File: config.mk
export PLATFORM = sky130hd
export DESIGN_NAME = connect_initiator_arbiter
export DESIGN_NICKNAME = d
export VERILOG_FILES = /design/src/hw/rtl/cia_pkg.sv /design/src/hw/rtl/cia_slot_store.sv /design/src/hw/rtl/cia_scanner.sv /design/src/hw/rtl/connect_initiator_arbiter.sv
export SDC_FILE = /design/constraint.sdc
export NUM_CORES = 1
export LEC_CHECK = 0
export ABC_AREA = 1
export BUFFER_PORTS_ARGS = -buffer_cell sky130_fd_sc_hd__clkbuf_2
export CAP_MARGIN = 20
export CELL_PAD_IN_SITES_DETAIL_PLACEMENT = 0
export CELL_PAD_IN_SITES_GLOBAL_PLACEMENT = 2
export CORE_ASPECT_RATIO = 0.75
export CORE_MARGIN = 2
export CORE_UTILIZATION = 35
export CTS_BUF_LIST = sky130_fd_sc_hd__clkbuf_4 sky130_fd_sc_hd__clkbuf_8
export CTS_CLUSTER_SIZE = 28
export DETAILED_ROUTE_END_ITERATION = 8
export HOLD_SLACK_MARGIN = 0.03
export PLACE_DENSITY = 0.79
export SYNTH_ARGS = -nofsm -noshare
export SYNTH_HDL_FRONTEND = slang
export SYNTH_SLANG_ARGS = --single-unit
export TNS_END_PERCENT = 1
File: constraint.sdc
create_clock -name clk -period 5.5 [get_ports clk]
set_input_delay 0.825 -clock clk [delete_from_list [all_inputs] [get_ports clk]]
set_output_delay 0.825 -clock clk [all_outputs]
set_load 0.005 [all_outputs]
File: src/hw/rtl/cia_pkg.sv
// Shared types, constants and helpers for the connect initiator arbiter.
package cia_pkg;

  localparam int SLOTS     = 4;
  localparam int SLOT_W    = 2;
  localparam int CNT_W     = $clog2(SLOTS + 1);
  localparam int ADDR_W    = 48;
  localparam int TYPE_W    = 8;
  localparam int MS_W      = 16;
  localparam int CFG_IDX_W = 2;
  localparam int CFG_W     = 16;

  localparam logic [MS_W-1:0] WINDOW_RESET = 16'd8000;

  // configuration register indexes
  localparam logic [CFG_IDX_W-1:0] CFG_SLOTS_IN_USE = 2'd0;
  localparam logic [CFG_IDX_W-1:0] CFG_WINDOW_MS    = 2'd1;
  localparam logic [CFG_IDX_W-1:0] CFG_OWN_TYPE     = 2'd2;

  typedef enum logic [2:0] {
    ACT_SYNCED  = 3'd0,
    ACT_WANT    = 3'd1,
    ACT_STOP    = 3'd2,
    ACT_SUSPEND = 3'd3,
    ACT_RESUME  = 3'd4,
    ACT_OUTCOME = 3'd5,
    ACT_REFUSED = 3'd6,
    ACT_NONE    = 3'd7
  } action_t;

  typedef enum logic {
    CMD_START  = 1'b0,
    CMD_CANCEL = 1'b1
  } cmd_t;

  typedef enum logic [1:0] {
    ST_IDLE,
    ST_DECODE,
    ST_SCAN,
    ST_EMIT
  } state_t;

  typedef struct packed {
    logic              set;
    logic              clr;
    logic [SLOT_W-1:0] slot;
    logic [ADDR_W-1:0] addr;
    logic [TYPE_W-1:0] atype;
  } store_op_t;

  typedef struct packed {
    logic              done;
    logic              found;
    logic              many;
    logic [SLOT_W-1:0] pick;
  } scan_stat_t;

  typedef struct packed {
    cmd_t              cmd;
    logic [SLOT_W-1:0] slot;
    logic [ADDR_W-1:0] addr;
    logic [TYPE_W-1:0] atype;
    logic [TYPE_W-1:0] itype;
    logic              bounded;
    logic [MS_W-1:0]   ms;
  } result_t;

  // cursor modulo the active count (cursor and count are both small)
  function automatic logic [SLOT_W-1:0] start_index(input logic [SLOT_W-1:0] cursor,
                                                    input logic [CNT_W-1:0]  n);
    logic [CNT_W-1:0] r;
    r = CNT_W'(cursor);
    for (int i = 0; i < SLOTS; i++) begin
      if (n != '0 && r >= n) begin
        r = r - n;
      end
    end
    return r[SLOT_W-1:0];
  endfunction

  // slot after idx, wrapping at the active count
  function automatic logic [SLOT_W-1:0] next_slot(input logic [SLOT_W-1:0] idx,
                                                  input logic [CNT_W-1:0]  n);
    logic [CNT_W-1:0] inc;
    inc = CNT_W'(idx) + CNT_W'(1);
    return (inc >= n) ? '0 : inc[SLOT_W-1:0];
  endfunction

endpackage

File: src/hw/rtl/cia_slot_store.sv
// Per-slot want flags and peer address table.
module cia_slot_store
  import cia_pkg::*;
(
  input  logic              clk,
  input  logic              rst,
  input  store_op_t         op,
  input  logic [SLOT_W-1:0] rd_slot,
  output logic [SLOTS-1:0]  wants,
  output logic [ADDR_W-1:0] rd_addr,
  output logic [TYPE_W-1:0] rd_type
);

  logic [ADDR_W-1:0] peer_addr [SLOTS];
  logic [TYPE_W-1:0] peer_type [SLOTS];

  always_ff @(posedge clk) begin
    if (rst) begin
      wants <= '0;
    end else if (op.set) begin
      wants[op.slot] <= 1'b1;
    end else if (op.clr) begin
      wants[op.slot] <= 1'b0;
    end
  end

  always_ff @(posedge clk) begin
    if (op.set) begin
      peer_addr[op.slot] <= op.addr;
      peer_type[op.slot] <= op.atype;
    end
  end

  assign rd_addr = peer_addr[rd_slot];
  assign rd_type = peer_type[rd_slot];

endmodule

File: src/hw/rtl/cia_scanner.sv
// Round-robin search unit: visits one slot per cycle from the start slot.
module cia_scanner
  import cia_pkg::*;
(
  input  logic              clk,
  input  logic              rst,
  input  logic              start,
  input  logic [CNT_W-1:0]  n,
  input  logic [SLOT_W-1:0] start_idx,
  input  logic [SLOTS-1:0]  wants,
  output scan_stat_t        stat
);

  logic              active;
  logic [SLOT_W-1:0] idx;
  logic [CNT_W-1:0]  left;
  logic              found;
  logic              many;
  logic [SLOT_W-1:0] pick;
  logic              hit;

  assign hit = wants[idx];

  always_ff @(posedge clk) begin
    if (rst) begin
      active <= 1'b0;
    end else if (start) begin
      active <= 1'b1;
    end else if (active && left == CNT_W'(1)) begin
      active <= 1'b0;
    end
  end

  always_ff @(posedge clk) begin
    if (start) begin
      idx   <= start_idx;
      left  <= n;
      found <= 1'b0;
      many  <= 1'b0;
      pick  <= start_idx;
    end else if (active) begin
      idx  <= next_slot(idx, n);
      left <= left - CNT_W'(1);
      if (hit) begin
        found <= 1'b1;
        many  <= many | found;
        if (!found) begin
          pick <= idx;
        end
      end
    end
  end

  // result includes the slot visited in the last cycle
  always_comb begin
    stat.done  = active && left == CNT_W'(1);
    stat.found = found | hit;
    stat.many  = many | (hit & found);
    stat.pick  = found ? pick : idx;
  end

endmodule

File: src/hw/rtl/connect_initiator_arbiter.sv
// Top level: event sequencer, arbitration state and result register.
//
//   channel | handshake                | payload
//   --------+--------------------------+-----------------------------------------
//   in      | in_valid / in_stall      | action, slot, peer_address,
//           |                          | peer_address_type, connect_ok
//   out     | out_valid / out_stall    | command, target_slot, target_address,
//           |                          | target_address_type, initiator_address_type,
//           |                          | window_bounded, window_ms
//   config  | cfg_write                | cfg_index, cfg_data
//
// An event without a search goes from decode back to idle, through the emit
// state when it gives a cancel. A searching event goes from decode to the search
// state, then to emit to start an attempt or to idle if none is picked: the shared
// scan unit visits one slot per cycle. A result waits in the output register while
// the next event is taken; it is loaded only once that register is free.
// Synchronous reset clears control state; the peer table is unset.
module connect_initiator_arbiter
  import cia_pkg::*;
(
  input  logic                 clk,
  input  logic                 rst,
  input  logic                 cfg_write,
  input  logic [CFG_IDX_W-1:0] cfg_index,
  input  logic [CFG_W-1:0]     cfg_data,
  input  logic                 in_valid,
  output logic                 in_stall,
  input  logic [2:0]           action,
  input  logic [SLOT_W-1:0]    slot,
  input  logic [ADDR_W-1:0]    peer_address,
  input  logic [TYPE_W-1:0]    peer_address_type,
  input  logic                 connect_ok,
  output logic                 out_valid,
  input  logic                 out_stall,
  output logic                 command,
  output logic [SLOT_W-1:0]    target_slot,
  output logic [ADDR_W-1:0]    target_address,
  output logic [TYPE_W-1:0]    target_address_type,
  output logic [TYPE_W-1:0]    initiator_address_type,
  output logic                 window_bounded,
  output logic [MS_W-1:0]      window_ms
);

  // configuration
  logic [2:0]        slots_in_use;
  logic [MS_W-1:0]   bounded_window_ms;
  logic [TYPE_W-1:0] own_address_type;
  logic [CNT_W-1:0]  n;

  // arbitration state
  state_t            state, state_next;
  logic              pending_valid, pending_valid_next;
  logic [SLOT_W-1:0] pending_slot, pending_slot_next;
  logic              pending_forever, pending_forever_next;
  logic              scan_suspended, scan_suspended_next;
  logic              host_synced, host_synced_next;
  logic [SLOT_W-1:0] rotate_cursor, rotate_cursor_next;
  result_t           res, res_next;

  // latched event
  action_t           it_action;
  logic [SLOT_W-1:0] it_slot;
  logic [ADDR_W-1:0] it_addr;
  logic [TYPE_W-1:0] it_type;
  logic              it_ok;

  logic              in_xfer;
  logic              out_free;
  logic              owns;
  logic              slot_active;
  logic              slot_known;
  logic              go_scan;
  logic              go_emit;
  logic              scan_start;
  store_op_t         store_op;
  scan_stat_t        stat;
  logic [SLOTS-1:0]  wants;
  logic [ADDR_W-1:0] rd_addr;
  logic [TYPE_W-1:0] rd_type;

  assign n = (slots_in_use > 3'(SLOTS)) ? CNT_W'(SLOTS) : CNT_W'(slots_in_use);

  always_ff @(posedge clk) begin
    if (rst) begin
      slots_in_use      <= '0;
      bounded_window_ms <= WINDOW_RESET;
      own_address_type  <= '0;
    end else if (cfg_write) begin
      unique case (cfg_index)
        CFG_SLOTS_IN_USE: slots_in_use      <= cfg_data[2:0];
        CFG_WINDOW_MS:    bounded_window_ms <= cfg_data[MS_W-1:0];
        CFG_OWN_TYPE:     own_address_type  <= cfg_data[TYPE_W-1:0];
        default: ;
      endcase
    end
  end

  cia_slot_store u_store (
    .clk     (clk),
    .rst     (rst),
    .op      (store_op),
    .rd_slot (stat.pick),
    .wants   (wants),
    .rd_addr (rd_addr),
    .rd_type (rd_type)
  );

  cia_scanner u_scan (
    .clk       (clk),
    .rst       (rst),
    .start     (scan_start),
    .n         (n),
    .start_idx (start_index(rotate_cursor, n)),
    .wants     (wants),
    .stat      (stat)
  );

  assign in_stall = (state != ST_IDLE);
  assign in_xfer  = in_valid && !in_stall;
  assign out_free = !out_valid || !out_stall;

  always_ff @(posedge clk) begin
    if (in_xfer) begin
      it_action <= action_t'(action);
      it_slot   <= slot;
      it_addr   <= peer_address;
      it_type   <= peer_address_type;
      it_ok     <= connect_ok;
    end
  end

  assign owns        = pending_valid && pending_slot == it_slot;
  assign slot_active = CNT_W'(it_slot) < n;
  assign slot_known  = CNT_W'(it_slot) < CNT_W'(SLOTS);

  // event decode and state updates
  always_comb begin
    pending_valid_next   = pending_valid;
    pending_slot_next    = pending_slot;
    pending_forever_next = pending_forever;
    scan_suspended_next  = scan_suspended;
    host_synced_next     = host_synced;
    rotate_cursor_next   = rotate_cursor;
    res_next             = res;
    go_scan              = 1'b0;
    go_emit              = 1'b0;
    store_op             = '0;
    store_op.slot        = it_slot;
    store_op.addr        = it_addr;
    store_op.atype       = it_type;

    if (state == ST_DECODE) begin
      res_next      = '0;
      res_next.cmd  = CMD_CANCEL;
      res_next.slot = pending_slot;
      unique case (it_action)
        ACT_SYNCED: begin
          host_synced_next = 1'b1;
        end
        ACT_WANT: begin
          if (slot_active) begin
            store_op.set = 1'b1;
            if (pending_valid && !owns && pending_forever) begin
              go_emit = 1'b1;
            end else if (!owns) begin
              go_scan = 1'b1;
            end
          end
        end
        ACT_STOP: begin
          if (slot_active) begin
            store_op.clr = 1'b1;
            go_emit      = owns;
          end
        end
        ACT_SUSPEND: begin
          scan_suspended_next = 1'b1;
          go_emit             = pending_valid;
        end
        ACT_RESUME: begin
          scan_suspended_next = 1'b0;
          go_scan             = 1'b1;
        end
        ACT_OUTCOME: begin
          if (slot_known) begin
            if (owns) begin
              pending_valid_next   = 1'b0;
              pending_forever_next = 1'b0;
            end
            store_op.clr = it_ok;
            go_scan      = 1'b1;
          end
        end
        ACT_REFUSED: begin
          if (slot_known && owns) begin
            pending_valid_next   = 1'b0;
            pending_forever_next = 1'b0;
          end
        end
        default: ;
      endcase
      // search only when an attempt may start
      go_scan = go_scan && host_synced_next && !scan_suspended_next &&
                !pending_valid_next && n != '0;
    end

    if (state == ST_SCAN && stat.done && stat.found) begin
      pending_valid_next   = 1'b1;
      pending_slot_next    = stat.pick;
      pending_forever_next = !stat.many;
      rotate_cursor_next   = next_slot(stat.pick, n);
      res_next.cmd         = CMD_START;
      res_next.slot        = stat.pick;
      res_next.addr        = rd_addr;
      res_next.atype       = rd_type;
      res_next.itype       = own_address_type;
      res_next.bounded     = stat.many;
      res_next.ms          = stat.many ? bounded_window_ms : '0;
    end
  end

  // next state
  always_comb begin
    state_next = state;
    unique case (state)
      ST_IDLE: begin
        if (in_xfer) begin
          state_next = ST_DECODE;
        end
      end
      ST_DECODE: begin
        if (go_emit) begin
          state_next = ST_EMIT;
        end else if (go_scan) begin
          state_next = ST_SCAN;
        end else begin
          state_next = ST_IDLE;
        end
      end
      ST_SCAN: begin
        if (stat.done) begin
          state_next = stat.found ? ST_EMIT : ST_IDLE;
        end
      end
      ST_EMIT: begin
        if (out_free) begin
          state_next = ST_IDLE;
        end
      end
      default: state_next = ST_IDLE;
    endcase
  end

  // sequencer outputs
  always_comb begin
    scan_start = 1'b0;
    unique case (state)
      ST_DECODE: scan_start = go_scan && !go_emit;
      default:   scan_start = 1'b0;
    endcase
  end

  always_ff @(posedge clk) begin
    if (rst) begin
      state           <= ST_IDLE;
      pending_valid   <= 1'b0;
      pending_slot    <= '0;
      pending_forever <= 1'b0;
      scan_suspended  <= 1'b0;
      host_synced     <= 1'b0;
      rotate_cursor   <= '0;
    end else begin
      state           <= state_next;
      pending_valid   <= pending_valid_next;
      pending_slot    <= pending_slot_next;
      pending_forever <= pending_forever_next;
      scan_suspended  <= scan_suspended_next;
      host_synced     <= host_synced_next;
      rotate_cursor   <= rotate_cursor_next;
    end
  end

  always_ff @(posedge clk) begin
    res <= res_next;
  end

  // output register
  always_ff @(posedge clk) begin
    if (rst) begin
      out_valid <= 1'b0;
    end else if (state == ST_EMIT && out_free) begin
      out_valid <= 1'b1;
    end else if (!out_stall) begin
      out_valid <= 1'b0;
    end
  end

  always_ff @(posedge clk) begin
    if (state == ST_EMIT && out_free) begin
      command                <= res.cmd;
      target_slot            <= res.slot;
      target_address         <= res.addr;
      target_address_type    <= res.atype;
      initiator_address_type <= res.itype;
      window_bounded         <= res.bounded;
      window_ms              <= res.ms;
    end
  end

  a_accept_decodes : assert property (@(posedge clk) disable iff (rst)
    in_xfer |=> state == ST_DECODE)
    else $error("transfer accepted but event not decoded");

  a_scan_in_state : assert property (@(posedge clk) disable iff (rst)
    stat.done |-> state == ST_SCAN)
    else $error("scan unit finished outside the search state");

  a_start_owns : assert property (@(posedge clk) disable iff (rst)
    (state == ST_EMIT && out_free && res.cmd == CMD_START) |-> pending_valid)
    else $error("start command sent without a pending attempt");

  a_forever_zero : assert property (@(posedge clk) disable iff (rst)
    (out_valid && command == CMD_START && !window_bounded) |-> window_ms == '0)
    else $error("forever attempt carries a window length");

endmodule
After elaboration in Yosys (flattened, before gate mapping)

Memories as Yosys holds them, arrays and structs flattened.
Cells that the tools add are included.

Memory bits (writable): 224
Bits in registers: 282
Memories: 2
Input bits: 85

Multiplexer cells: 66
Reduce and logical (&&, ||, !) cells: 48
Bitwise operators: 7
Equality and inequality tests: 17
Add/subtract/negate cells: 7
Order comparisons: 11

Memories:

| memory            | words | bits a word | rd ports | clocked after Yosys merged registers in | write ports | line                 | text |
|---|---|---|---|---|---|---|---|
| u_store.peer_addr | 4     | 48          | 1        | 0                                       | 1           | cia_slot_store.sv:14 | `logic [ADDR_W-1:0] peer_addr [SLOTS];` |
| u_store.peer_type | 4     | 8           | 1        | 0                                       | 1           | cia_slot_store.sv:15 | `logic [TYPE_W-1:0] peer_type [SLOTS];` |

Operators by type and width:

| operator                                                                      | count |
|---|---|
| 83-bit two-way mux                                                            | 2 |
| 1-bit two-way mux                                                             | 32 |
| 2-bit two-way mux                                                             | 16 |
| 1-bit logical AND                                                             | 18 |
| 3-bit two-way mux                                                             | 6 |
| 16-bit two-way mux                                                            | 1 |
| 2-bit nonzero test                                                            | 8 |
| 3-bit >= comparator                                                           | 5 |
| 2-bit AND reduction                                                           | 5 |
| 3-bit equality test (second input constant)                                   | 3 |
| 1-bit logical NOT                                                             | 8 |
| 4-bit two-way mux                                                             | 2 |
| 2-bit one-hot mux with 4 select lines                                         | 1 |
| 2-bit by 1-bit adder with 3-bit output (second input constant)                | 2 |
| 2-bit equality test (second input constant)                                   | 3 |
| 3-bit by 1-bit equality test with 1-bit output (second input constant)        | 2 |
| 3-bit by 2-bit equality test with 1-bit output (second input constant)        | 2 |
| 2-bit by 3-bit less-than comparator with 1-bit output (second input constant) | 2 |
| 2-bit inequality test (second input constant)                                 | 3 |
| 1-bit one-hot mux with 2 select lines                                         | 3 |
| 3-bit AND reduction                                                           | 2 |
| 3-bit subtractor                                                              | 2 |
| 4-bit bitwise AND                                                             | 1 |
| 2-bit by 1-bit equality test with 1-bit output (second input constant)        | 2 |
| 21 further kinds                                                              | 25 |

Longest topological paths before layout

Gate-level depths: netlist (run 1).

Depth in word-level cells: 18
Depth in mapped cells: 35

Modules after synthesis

Synthesis (run 1) repeated with hierarchy kept, for this count alone.

Cell total of the unflattened synthesis: 1464
Area total of the unflattened synthesis: 19735.2 µm²

Modules (own cells, without submodules):

| module                    | sequential area each (µm²) | cells an instance | times used | area an instance (µm²) |
|---|---|---|---|---|
| connect_initiator_arbiter | 7657.3                     | 710               | 1          | 9761.9 |
| cia_slot_store            | 6806.5                     | 680               | 1          | 9351.5 |
| cia_scanner               | 270.3                      | 74                | 1          | 621.8 |

Worst setup path after synthesis (run 1)

Ideal clock, no wire load.

Path kind: input port to flip-flop
Start: input port out_stall
End: register command, enable pin
Cell stages on the path: 1
Setup slack: 0.036 ns
Path buffers: 0
Arrival time: 4.909 ns
Library setup time: 0.555 ns
Required time: 4.945 ns
Path through: a21oi_1

Longest elaborated chain between the ends: 3

Ends and longest elaborated chain:

| element                | line                             | text |
|---|---|---|
| start: declaration     | connect_initiator_arbiter.sv:34  | `input logic out_stall,` |
| 1-bit logical NOT      | -                                |  |
| 1-bit logical OR       | connect_initiator_arbiter.sv:120 | `assign out_free = !out_valid \|\| !out_stall;` |
| 1-bit logical AND      | connect_initiator_arbiter.sv:299 | `if (state == ST_EMIT && out_free) begin` |
| end signal: assignment | connect_initiator_arbiter.sv:300 | `command <= res.cmd;` |
| end: declaration       | connect_initiator_arbiter.sv:35  | `output logic command,` |

No other way between the ends.
A chain may end at the register's enable or synchronous reset.

Final worst setup path (run 1)

Start: register slots_in_use[0]
End: register u_scan.idx[0] (data pin)

Longest elaborated chain between the ends: 15

Ends and longest elaborated chain:

| element                                                                                     | line                                            | text |
|---|---|---|
| start: declaration                                                                          | connect_initiator_arbiter.sv:45                 | `logic [2:0] slots_in_use;` |
| start signal: assignment                                                                    | connect_initiator_arbiter.sv:90                 | `CFG_SLOTS_IN_USE: slots_in_use <= cfg_data[2:0];` |
| 3-bit > comparator                                                                          | connect_initiator_arbiter.sv:81                 | `assign n = (slots_in_use > 3'(SLOTS)) ? CNT_W'(SLOTS) : CNT_W'(slots_in_use);` |
| 3-bit two-way mux *                                                                         | connect_initiator_arbiter.sv:81                 |  |
| 2-bit by 3-bit >= comparator with 1-bit output / 3-bit nonzero test (equally long branches) | cia_pkg.sv:74, connect_initiator_arbiter.sv:204 |  |
| 1-bit logical AND                                                                           | cia_pkg.sv:74                                   | `if (n != '0 && r >= n) begin` |
| 3-bit two-way mux                                                                           | cia_pkg.sv:74                                   |  |
| 3-bit >= comparator                                                                         | cia_pkg.sv:74                                   |  |
| 1-bit logical AND                                                                           | cia_pkg.sv:74                                   |  |
| 3-bit two-way mux                                                                           | cia_pkg.sv:74                                   |  |
| 3-bit >= comparator                                                                         | cia_pkg.sv:74                                   |  |
| 1-bit logical AND                                                                           | cia_pkg.sv:74                                   |  |
| 3-bit two-way mux                                                                           | cia_pkg.sv:74                                   |  |
| 3-bit >= comparator                                                                         | cia_pkg.sv:74                                   |  |
| 1-bit logical AND                                                                           | cia_pkg.sv:74                                   |  |
| 2-bit two-way mux                                                                           | cia_pkg.sv:74                                   |  |
| 2-bit two-way mux *                                                                         | cia_scanner.sv:35                               | `if (start) begin` |
| end signal: assignment                                                                      | cia_scanner.sv:36                               | `idx <= start_idx;` |
| end signal: assignment                                                                      | cia_scanner.sv:42                               | `idx <= next_slot(idx, n);` |
| end: declaration                                                                            | cia_scanner.sv:15                               | `logic [SLOT_W-1:0] idx;` |

Mark *: on every way between the ends. The rest lies on a longest branch, timed or not. The select of a mux whose other input is x is not followed.

==> results.json, run 1 <==
{
  "status": "complete, no violations",
  "ctsHtreeMaxLevel": 3,
  "grt_antenna_before_repair": 0,
  "worst_slew_margin_rel_pct": 27.8,
  "grt_max_degree": 86,
  "cp.arrival_ps": 5570,
  "post-dp-hpwl_um": 22500,
  "cellLeakagePower_nw": 7.90,
  "drt_first_iter_violations": 743,
  "worst_hold_path_type": "in2reg",
  "top_usage_layer": "met2",
  "place.gp.congestion": 0.747,
  "finalCriticalPeriod_ps": 5040,
  "syn_inst": 1298,
  "die_width_um": 270,
  "clock_skew_ps": 37.7,
  "global_route.overflow_total": 0,
  "postSynth.asyncResetShare_pct": 0,
  "ant_nets": 0,
  "postCtsSetupBuffers": 0,
  "place.port_buffers": 170,
  "yosysTopAreaCellShare_pct": 74.3,
  "final_min_period_over_clock_period_pct": 91.6,
  "synth_enable_flop_cells": 460,
  "synthesis.area_um2": 18600,
  "wirelength_um": 40300,
  "drv_slew": 0,
  "report.power.total_w": 0.00827,
  "vias_per_cell": 4.63,
  "synth_top_cell_by_area": "edfxtp_1",
  "cts-hold-fix-buffers": 0,
  "num_rows": 73,
  "use_met1_pct": 19.6,
  "cpMaxStageDelayCell": "fa_1",
  "cts_root_buf": "clkbuf_8",
  "grt_pass1_wl_um": 61700,
  "grt_setup_unrepaired": "no",
  "max_stage_delay_ps": 500,
  "worst_setup_path_start_kind": "flop",
  "seq_area_frac_synth_pct": 79.3,
  "synth.avg_cell_area_um2": 14.3,
  "syn2layout_area_growth_pct": 18.4,
  "timing.critical_path.mode_cell": "nand2_1",
  "fmax_mhz": 199,
  "first_global_vias": 10600,
  "area.sequential_um2": 14700,
  "grt.met3_usage_pct": 3.37,
  "final.setup.tns_ps": 0,
  "postSynth.topFlopCell": "edfxtp_1",
  "synth_fp_nets": 1404,
  "global_route.usage.total_pct": 14.7,
  "grt.met2_usage_pct": 23.5,
  "cp-end-kind": "flop",
  "power.density_cell_area_nw_per_um2": 376,
  "yosysUniqueCellTypes": 40,
  "timing.final.setup_violations": 0,
  "max_cap_viol_count": 0,
  "drt-pass1-iter-count": 5,
  "post-route-drc-count": 0,
  "synth.area.top_cells": "edfxtp_1, dfxtp_1, nor2_1, o21ai_0, a21oi_1",
  "floorplan.initialDensity_pct": 35.3,
  "die_area_um2": 55000,
  "die_y_um": 204,
  "critPathMaxFanout": 9,
  "nFillCells": 4855,
  "required_time_of_the_worst_setup_path_ps": 6030,
  "timing.setup.critical_path_class": "reg2reg",
  "clock_tree_from_tritoncts": "done",
  "clk_path_buf_depth": 3,
  "pre_cts_ws_ps": 383,
  "multi_input_comb_area_um2": 3370,
  "floorplan.core_area_um2": 52700,
  "drive_above_1_share_pct": 22.0,
  "path_clk_slew_ps": 60,
  "cts_buffers": 81,
  "route.detailed.wl_per_inst_um": 17.6,
  "max_slew.worst_pin.slew_ps": 1080,
  "cts_sinks": 506,
  "n_antenna_cell": 0,
  "via_count": 10600,
  "layout_setup_ws_ps": 464,
  "report.final.hold_viol_count": 0,
  "fin_nets": 1621,
  "worstSkewPairLatency_ps": 670,
  "number_of_ports_placed_on_the_die_boundary": 171,
  "yosys_register_bits": 506,
  "ys.warnings.count": 0,
  "max-vdd-ir-drop_mv": 0.171
}
[cell usage after synthesis, types with 3 or more instances]
cell,number
o211ai_1,9
nand4_1,8
o21ai_0,111
dfxtp_1,46
fa_1,3
clkbuf_1,35
buf_2,9
edfxtp_1,460
buf_6,6
nand2_2,5
xor2_1,4
inv_2,6
a21oi_1,101
o21ai_2,4
nand3_1,18
o21bai_1,21
o21ai_1,33
buf_1,3
nor2_1,230
ha_1,18
nand2_1,73
nor3_1,3
inv_1,70
[final timing paths]
path	startpoint	endpoint	slack [ps]	cells after the start
setup reg to reg	slots_in_use[0]	u_scan.idx[0]	460	28
setup / recovery	slots_in_use[0]	u_scan.idx[0]	460	28
hold / removal	slot[0]	it_slot[0]	330	1
hold reg to reg	res[14]	window_ms[14]	410	0
[what timing repair did]
action | CTS | global route
gates resized for setup | 0 | 1
endpoints found under the hold margin | 0 | 0
endpoints found under the setup margin | 0 | 4
[layer usage]
metal | vias up | wire length [um] | share of wire [%]
met5 | - | 0 | 0
met4 | 0 | 897 | 2.2
met3 | 65 | 1980 | 4.9
met2 | 248 | 19200 | 48
met1 | 5165 | 18300 | 45
li1 | 5119 | - | -
[sequential cells by signal, summed over array words and instances (netlist names), 2 cells and up, named ones only]
register,count
u_scan.idx,2
target_address_type,8
u_scan.pick,2
own_address_type,8
target_address,48
it_type,8
it_slot,2
res,84
rotate_cursor,2
u_store.peer_addr,192
u_store.peer_type,32
slots_in_use,3
it_addr,48
initiator_address_type,8
bounded_window_ms,16
u_scan.left,3
window_ms,16
state,2
pending_slot,2
target_slot,2
it_action,3
[area by class of cell]
type	instances	share of cell area, %
Multi-Input combinational cell	663	15.3
Clock inverter	41	1.82
Sequential cell	506	66.9
Inverter	76	1.32
Clock buffer	106	5.97
Timing Repair Buffer	187	4.56
Tap cell	712	4.05
[cells in the final DEF (no fill, tap or decap), drive strengths merged]
master    instances
edfxtp          460
clkbuf          276
nor2            231
o21ai           148
a21oi           101
nand2            80
inv              78
dfxtp            46
clkinv           30
o21bai           21
nand3            20
ha               18
buf              17
o211ai            9
nand4             8
bufinv            7
xor2              4
nor3              3
fa                3
or2               3
a31oi             2
and2              2
clkinvlp          2
nor4              1
a21o              1
a211oi            1
a22oi             1
a32o              1
a21boi            1
xnor2             1
o22ai             1
mux2i             1
o32ai             1
[stage by stage]
stage / cells / hold WS [ps] / cell area [um^2] / util (%)
after floorplan: 1298 / 400 / 18600 / -
after global placement: 2143 / 401 / 20300 / 38.5
after detailed placement: 2143 / 405 / 20300 / 38.5
after CTS: 2290 / 272 / 22000 / 41.7
after global routing: 2291 / 283 / 22000 / 41.8
final: 2291 / 334 / 22000 / 41.8
[where the power goes]
group	internal, W	switching, W
logic	0.000154	0.000349
clock network	0.00191	0.00150
registers	0.00431	0.0000523
total	0.00637	0.00190
[worst max-delay path, delay by kind of cell (launching register included)]
kind	cells	cell delay [ps]
buffers and inverters	4	390
adders and majority gates	4	1370
AOI/OAI and AO/OA	9	1370
and+or+nand+nor	11	1450
DFF	1	350
[cell families after synthesis]
kind of cell	synth area share, %
fa+ha+maj	1.54
buf+inv	2.91
simple gates	7.62
flops	79.3
xor+xnor	0.236
mux	0.0539
compound gates	8.36
(Power assumes the default switching activity.)
==> inputs of run 2 (changes only) <==
--- a/config.mk
+++ b/config.mk
@@ -16,6 +16,7 @@
 export CTS_BUF_LIST = sky130_fd_sc_hd__clkbuf_4 sky130_fd_sc_hd__clkbuf_8
 export CTS_CLUSTER_SIZE = 28
 export DETAILED_ROUTE_END_ITERATION = 8
+export GPL_TIMING_DRIVEN = 0
 export HOLD_SLACK_MARGIN = 0.03
 export PLACE_DENSITY = 0.79
 export SYNTH_ARGS = -nofsm -noshare
==> run 2 against run 1 <==
Against the previous run: routed wire length increased by 8.5%; clock-buffer cell count increased by 8; combinational power increased by 12%; critical endpoint unchanged; critical path depth increased by 4; total power decreased by 2.7%; final cell count increased by 2.1%.
==> results.json, run 2 (synthesis results as in run 1) <==
{
  "status": "complete, no violations",
  "leading_cell_types_in_the_layout_fill_and_taps_excluded": "edfxtp_1, nor2_1, clkbuf_2, o21ai_0, a21oi_1",
  "route.detailed.wl_per_inst_um": 18.7,
  "cp.arrival_ps": 5430,
  "global_route.usage.total_pct": 15.9,
  "place.port_buffers": 170,
  "sequential_cell_fraction_of_total_power_pct": 54.1,
  "n_antenna_cell": 0,
  "drt_first_iter_violations": 949,
  "floorplan.core_area_um2": 52700,
  "syn2layout_area_growth_pct": 19.7,
  "ctsHtreeMaxLevel": 3,
  "clock_skew_ps": 29.0,
  "p_switching_w": 0.00190,
  "die_area_um2": 55000,
  "worst_setup_path_start_kind": "flop",
  "place.gp.congestion": 0.820,
  "holdWs_ps": 343,
  "cts_sinks": 506,
  "timing.rr.end": "u_scan.idx[0]",
  "most_common_library_cell_in_the_layout_ignoring_fill_and_taps": "edfxtp_1",
  "num_rows": 73,
  "max_stage_delay_ps": 350,
  "post-dp-hpwl_um": 28400,
  "die_y_um": 204,
  "required_time_of_the_worst_setup_path_ps": 6010,
  "drv_slew": 0,
  "cpMaxStageDelayCell": "dfxtp_1",
  "timing.setup.critical_path_class": "reg2reg",
  "critPathMaxFanout": 9,
  "power.share.switching_pct": 23.6,
  "worstHoldStart": "peer_address[15]",
  "cp-startpoint": "slots_in_use[0]",
  "first_global_vias": 10800,
  "fmax_mhz": 203,
  "fin_nets": 1669,
  "cts_root_buf": "clkbuf_8",
  "vias_per_cell": 4.67,
  "path_clk_slew_ps": 60,
  "clock_tree_from_tritoncts": "done",
  "finalCriticalPeriod_ps": 4920,
  "global_route.overflow_total": 0,
  "drive_above_1_share_pct": 21.9,
  "drt-pass1-iter-count": 5,
  "post-route-drc-count": 0,
  "internal_w": 0.00615,
  "timing.critical_path.mode_cell": "nand2_1",
  "grt_pass1_wl_um": 65300,
  "worst_slew_margin_rel_pct": 38.4,
  "r2r.worst_path.cells": 32,
  "max_slew.worst_pin.slew_ps": 922,
  "worst_hold_path_type": "in2reg",
  "grt_setup_unrepaired": "no",
  "grt_antenna_before_repair": 1,
  "clk_path_buf_depth": 3,
  "r2r-start": "slots_in_use[0]",
  "via_count": 10900,
  "registers.top_by_ff_count": "u_store.peer_addr",
  "reg_top3": "u_store.peer_addr: 192 flops, res: 84 flops",
  "grt_max_degree": 57,
  "floorplan.initialDensity_pct": 35.3,
  "max_cap_viol_count": 0,
  "wirelength_um": 43800,
  "final_min_period_over_clock_period_pct": 89.4,
  "timing.final.setup_violations": 0,
  "ant_nets": 0,
  "max-vdd-ir-drop_mv": 0.175,
  "power.density_cell_area_nw_per_um2": 362,
  "report.final.hold_viol_count": 0,
  "postCtsSetupBuffers": 0,
  "finalCoreUtilization_pct": 42.2,
  "number_of_ports_placed_on_the_die_boundary": 171,
  "die_width_um": 270,
  "p_comb_share_pct": 7.0,
  "cp-end-kind": "flop",
  "cellLeakagePower_nw": 7.97,
  "timing.reg2reg.setup_slack_ps": 580,
  "cts_buffers": 80,
  "clockPowerShare_pct": 38.9,
  "critical_path_endpoint": "u_scan.idx[0]",
  "worstSkewPairLatency_ps": 660,
  "largest_register_ff_count": 192
}
==> run 2: cell types whose count changed in the layout (fill, tap and decap cells not counted), sizes merged <==
cell      previous run  this run
inv                 78        77
clkinv              30        27
bufinv               7         1
clkbuf             276       319
clkinvlp             2         4
buf                 17        31
==> run 2: timing repair <==
action                                  4_1_cts  5_1_grt
hold buffers                                  0        0
gates resized for setup                       0        4
endpoints found under the setup margin        0        4
hold endpoints to repair                      0        0
==> run 2: routing by layer <==
metal	vias to the layer above	global-route usage, %	share of wire [%]
met5	-	0	0
met4	0	5.16	2.0
met3	58	3.37	5.5
met2	312	24.1	45
met1	5329	22.7	47
li1	5218	-	-
==> run 2: worst min-delay path by stage <==
stage / endpoint / slack, ps / depth (start not counted)
global placement: initiator_address_type[0] / 400 / 0
CTS: it_addr[9] / 280 / 1
detailed placement: target_address[25] / 400 / 0
global route: it_addr[0] / 310 / 1
finish: it_addr[15] / 340 / 1
floorplan: initiator_address_type[0] / 400 / 0
==> run 2: layout make-up <==
cell class	instances	area, um^2
sequential	506	14700
multi-input combinational	663	3360
inverter	76	288
timing repair buffer	183	1140
tap	712	891
clock inverter	33	193
buffer	53	255
clock buffer	114	1380
fill	4783	30500
==> run 2: through the flow <==
stage	instances	setup WS [ps]	TNS, ps	cell area [um^2]	total power, W
final	2340	582	0	22200	0.00805
after global routing	2340	45.2	0	22200	0.00839
after CTS	2340	50.4	0	22200	0.00814
after detailed placement	2193	101	0	20700	0.00500
after global placement	2180	-3250	-618130	20300	0.00499
after floorplan	1298	36.0	0	18600	0.00477
==> run 2: worst max-delay path: cells and delay by family, from the launching register on <==
family	cells	cell delay, ps
simple gates	14	1600
buf+inv	5	320
fa+ha+maj	4	1140
compound gates	9	1370
flops	1	350
==> run 2: power groups by stage <==
stage | logic [W] | clock network, W | registers (W)
2_1_floorplan | 0.000346 | 0 | 0.00442
3_3_place_gp | 0.000544 | 0 | 0.00445
3_5_place_dp | 0.000566 | 0 | 0.00444
4_1_cts | 0.000569 | 0.00322 | 0.00436
5_1_grt | 0.000637 | 0.00338 | 0.00436
6_report | 0.000565 | 0.00313 | 0.00436
==> inputs of run 3 (changes only) <==
--- a/config.mk
+++ b/config.mk
@@ -12,13 +12,14 @@
 export CELL_PAD_IN_SITES_GLOBAL_PLACEMENT = 2
 export CORE_ASPECT_RATIO = 0.75
 export CORE_MARGIN = 2
-export CORE_UTILIZATION = 35
+export CORE_UTILIZATION = 30
 export CTS_BUF_LIST = sky130_fd_sc_hd__clkbuf_4 sky130_fd_sc_hd__clkbuf_8
 export CTS_CLUSTER_SIZE = 28
 export DETAILED_ROUTE_END_ITERATION = 8
 export GPL_TIMING_DRIVEN = 0
 export HOLD_SLACK_MARGIN = 0.03
-export PLACE_DENSITY = 0.79
+export PLACE_DENSITY = 0.69
+export RECOVER_POWER = 50
 export SYNTH_ARGS = -nofsm -noshare
 export SYNTH_HDL_FRONTEND = slang
 export SYNTH_SLANG_ARGS = --single-unit
==> constraint.sdc (replaced) <==
create_clock -name clk -period 6.33 [get_ports clk]
set_input_delay 0.9495 -clock clk [delete_from_list [all_inputs] [get_ports clk]]
set_output_delay 0.9495 -clock clk [all_outputs]
set_load 0.005 [all_outputs]
==> run 3 against run 2 <==
Against the previous run: the flow now finishes with violations (capacitance limit, slew limit); final area up 0.44%; critical path type unchanged; total power down 11%; critical path depth down 2; maximum frequency down 10%; clock power down 6.4%; critical endpoint is now u_scan.pick[0]; highest routed layer unchanged; global-route usage down 1.9 points; clock-buffer cell count up 1; clock skew down 10 ps; combinational power down 15%; sequential power down 13%.
==> results.json, run 3 (synthesis results as in run 1) <==
{
  "status": "complete, but fails checks",
  "violations": "capacitance limit, slew limit",
  "worstSkewPairLatency_ps": 670,
  "max_stage_delay_ps": 450,
  "grt.met2_usage_pct": 21.8,
  "power.density_cell_area_nw_per_um2": 322,
  "worst_setup_path_start_kind": "flop",
  "fmax_mhz": 183,
  "power.share.switching_pct": 23.5,
  "grt_pass1_wl_um": 66500,
  "r2r.worst_path.cells": 30,
  "drive_above_1_share_pct": 20.2,
  "timing.rr.end": "u_scan.pick[0]",
  "die_area_um2": 64000,
  "clockPowerShare_pct": 40.7,
  "clock_skew_ps": 18.8,
  "cts_root_buf": "clkbuf_8",
  "grt.met3_usage_pct": 3.38,
  "die_y_um": 220,
  "internal_w": 0.00550,
  "drt_first_iter_violations": 747,
  "timing.final.setup_violations": 0,
  "grt_antenna_before_repair": 1,
  "grt_max_degree": 48,
  "post_cts_resized": 0,
  "post-route-drc-count": 0,
  "postCtsSetupBuffers": 0,
  "largest_register_ff_count": 192,
  "whs_path_depth": 0,
  "sequential_cell_fraction_of_total_power_pct": 52.6,
  "via_count": 10900,
  "floorplan.core_area_um2": 60900,
  "global_route.overflow_total": 0,
  "max_cap_viol_count": 4,
  "nFillCells": 5945,
  "clock_tree_from_tritoncts": "done",
  "finalCoreUtilization_pct": 36.7,
  "path_clk_slew_ps": 60,
  "fin_nets": 1674,
  "ant_nets": 0,
  "grt_setup_unrepaired": "no",
  "finalCriticalPeriod_ps": 5460,
  "placement.cell_area_um2": 20800,
  "cts_sinks": 506,
  "final.setup.tns_ps": 0,
  "floorplan.initialDensity_pct": 30.5,
  "cts_buffers": 85,
  "timing.setup.critical_path_class": "reg2reg",
  "cp-end-kind": "flop",
  "global_route.usage.total_pct": 13.9,
  "place.gp.congestion": 0.770,
  "post-dp-hpwl_um": 29200,
  "max-vdd-ir-drop_mv": 0.111,
  "max_slew.worst_pin.slew_ps": 1970,
  "cp.arrival_ps": 5990,
  "num_rows": 78,
  "p_comb_share_pct": 6.7,
  "wirelength_um": 44800,
  "timing.critical_path.mode_cell": "nand2_1",
  "final_cell_area_um2": 22300,
  "most_common_library_cell_in_the_layout_ignoring_fill_and_taps": "edfxtp_1",
  "timing.reg2reg.setup_slack_ps": 870,
  "cpMaxStageDelayCell": "o21ai_0",
  "worst_hold_path_type": "reg2reg",
  "drv_slew": 94,
  "syn2layout_area_growth_pct": 20.2,
  "reg_top3": "u_store.peer_addr: 192 flops, res: 84 flops",
  "cts-hold-fix-buffers": 0,
  "number_of_ports_placed_on_the_die_boundary": 171,
  "use_met1_pct": 18.9,
  "p_switching_w": 0.00169,
  "clk_path_buf_depth": 3,
  "required_time_of_the_worst_setup_path_ps": 6860,
  "die_width_um": 291,
  "r2r-start": "slots_in_use[0]",
  "report.power.total_w": 0.00720,
  "top_usage_layer": "met2",
  "worstHoldStart": "res[67]",
  "drt-pass1-iter-count": 5,
  "vias_per_cell": 4.49,
  "ctsHtreeMaxLevel": 3,
  "worst_slew_margin_rel_pct": -31.9,
  "route.detailed.wl_per_inst_um": 18.4,
  "cellLeakagePower_nw": 7.93,
  "registers.top_by_ff_count": "u_store.peer_addr",
  "place.port_buffers": 170,
  "report.final.hold_viol_count": 0,
  "holdPathEnd": "target_address[34]",
  "final_min_period_over_clock_period_pct": 86.3,
  "leading_cell_types_in_the_layout_fill_and_taps_excluded": "edfxtp_1, nor2_1, clkbuf_2, o21ai_0, a21oi_1",
  "first_global_vias": 10900,
  "critPathMaxFanout": 9
}
run 3: changes by cell type in the layout (fill, tap and decap cells not counted), moves of 3 or more:
cell       previous run  this run
clkbuf_1             35        61
clkbuf_2            170       149
buf_16                4         1
bufinv_16             1         4
clkbuf_8             84        87
clkinv_1             18        21
run 3: worst max path at each step:
stage	start	endpoint	slack (ps)	cells past startpoint
2_1_floorplan	out_stall	command	740	1
3_3_place_gp	out_stall	target_address[30]	-2360	2
3_5_place_dp	slots_in_use[0]	u_scan.idx[1]	900	29
4_1_cts	slots_in_use[0]	u_scan.pick[0]	860	30
5_1_grt	slots_in_use[0]	u_scan.pick[1]	310	30
6_report	slots_in_use[0]	u_scan.pick[0]	870	30
run 3: stage by stage:
stage | std cells | hold WS (ps) | worst slack (ps)
after floorplan | 1298 | 400 | 741
after global placement | 2268 | 403 | -2360
after detailed placement | 2281 | 405 | 899
after CTS | 2436 | 390 | 855
after global routing | 2437 | 396 | 308
final | 2437 | 404 | 866
run 3: power groups by stage:
stage	Clock [W]	Sequential, W	Combinational, W
3_5_place_dp	0	0.00386	0.000497
3_3_place_gp	0	0.00387	0.000476
4_1_cts	0.00303	0.00379	0.000500
6_report	0.00293	0.00379	0.000479
2_1_floorplan	0	0.00384	0.000300
5_1_grt	0.00316	0.00380	0.000547
run 3: layer usage:
metal | share of wire, % | wire length, um
met3 | 5.2 | 2320
met5 | 0 | 0
met1 | 46 | 20700
met2 | 46 | 20700
met4 | 2.2 | 972
run 3: cell type report:
type	instances	area [um^2]	share of cell area, %
antenna	1	2.50	0.0112
buffer	53	255	1.14
clock buffer	115	1410	6.30
clock inverter	40	314	1.41
inverter	76	288	1.29
multi-input combinational	663	3330	14.9
sequential	506	14700	65.9
tap	800	1000	4.48
timing repair buffer	183	1010	4.52
run 3: worst max-delay path: cells and delay by family, from the launching register on:
family / cells / cell delay, ps
compound gates: 10 / 1920
flops: 1 / 350
buf+inv: 4 / 300
fa+ha+maj: 4 / 1120
simple gates: 12 / 1640
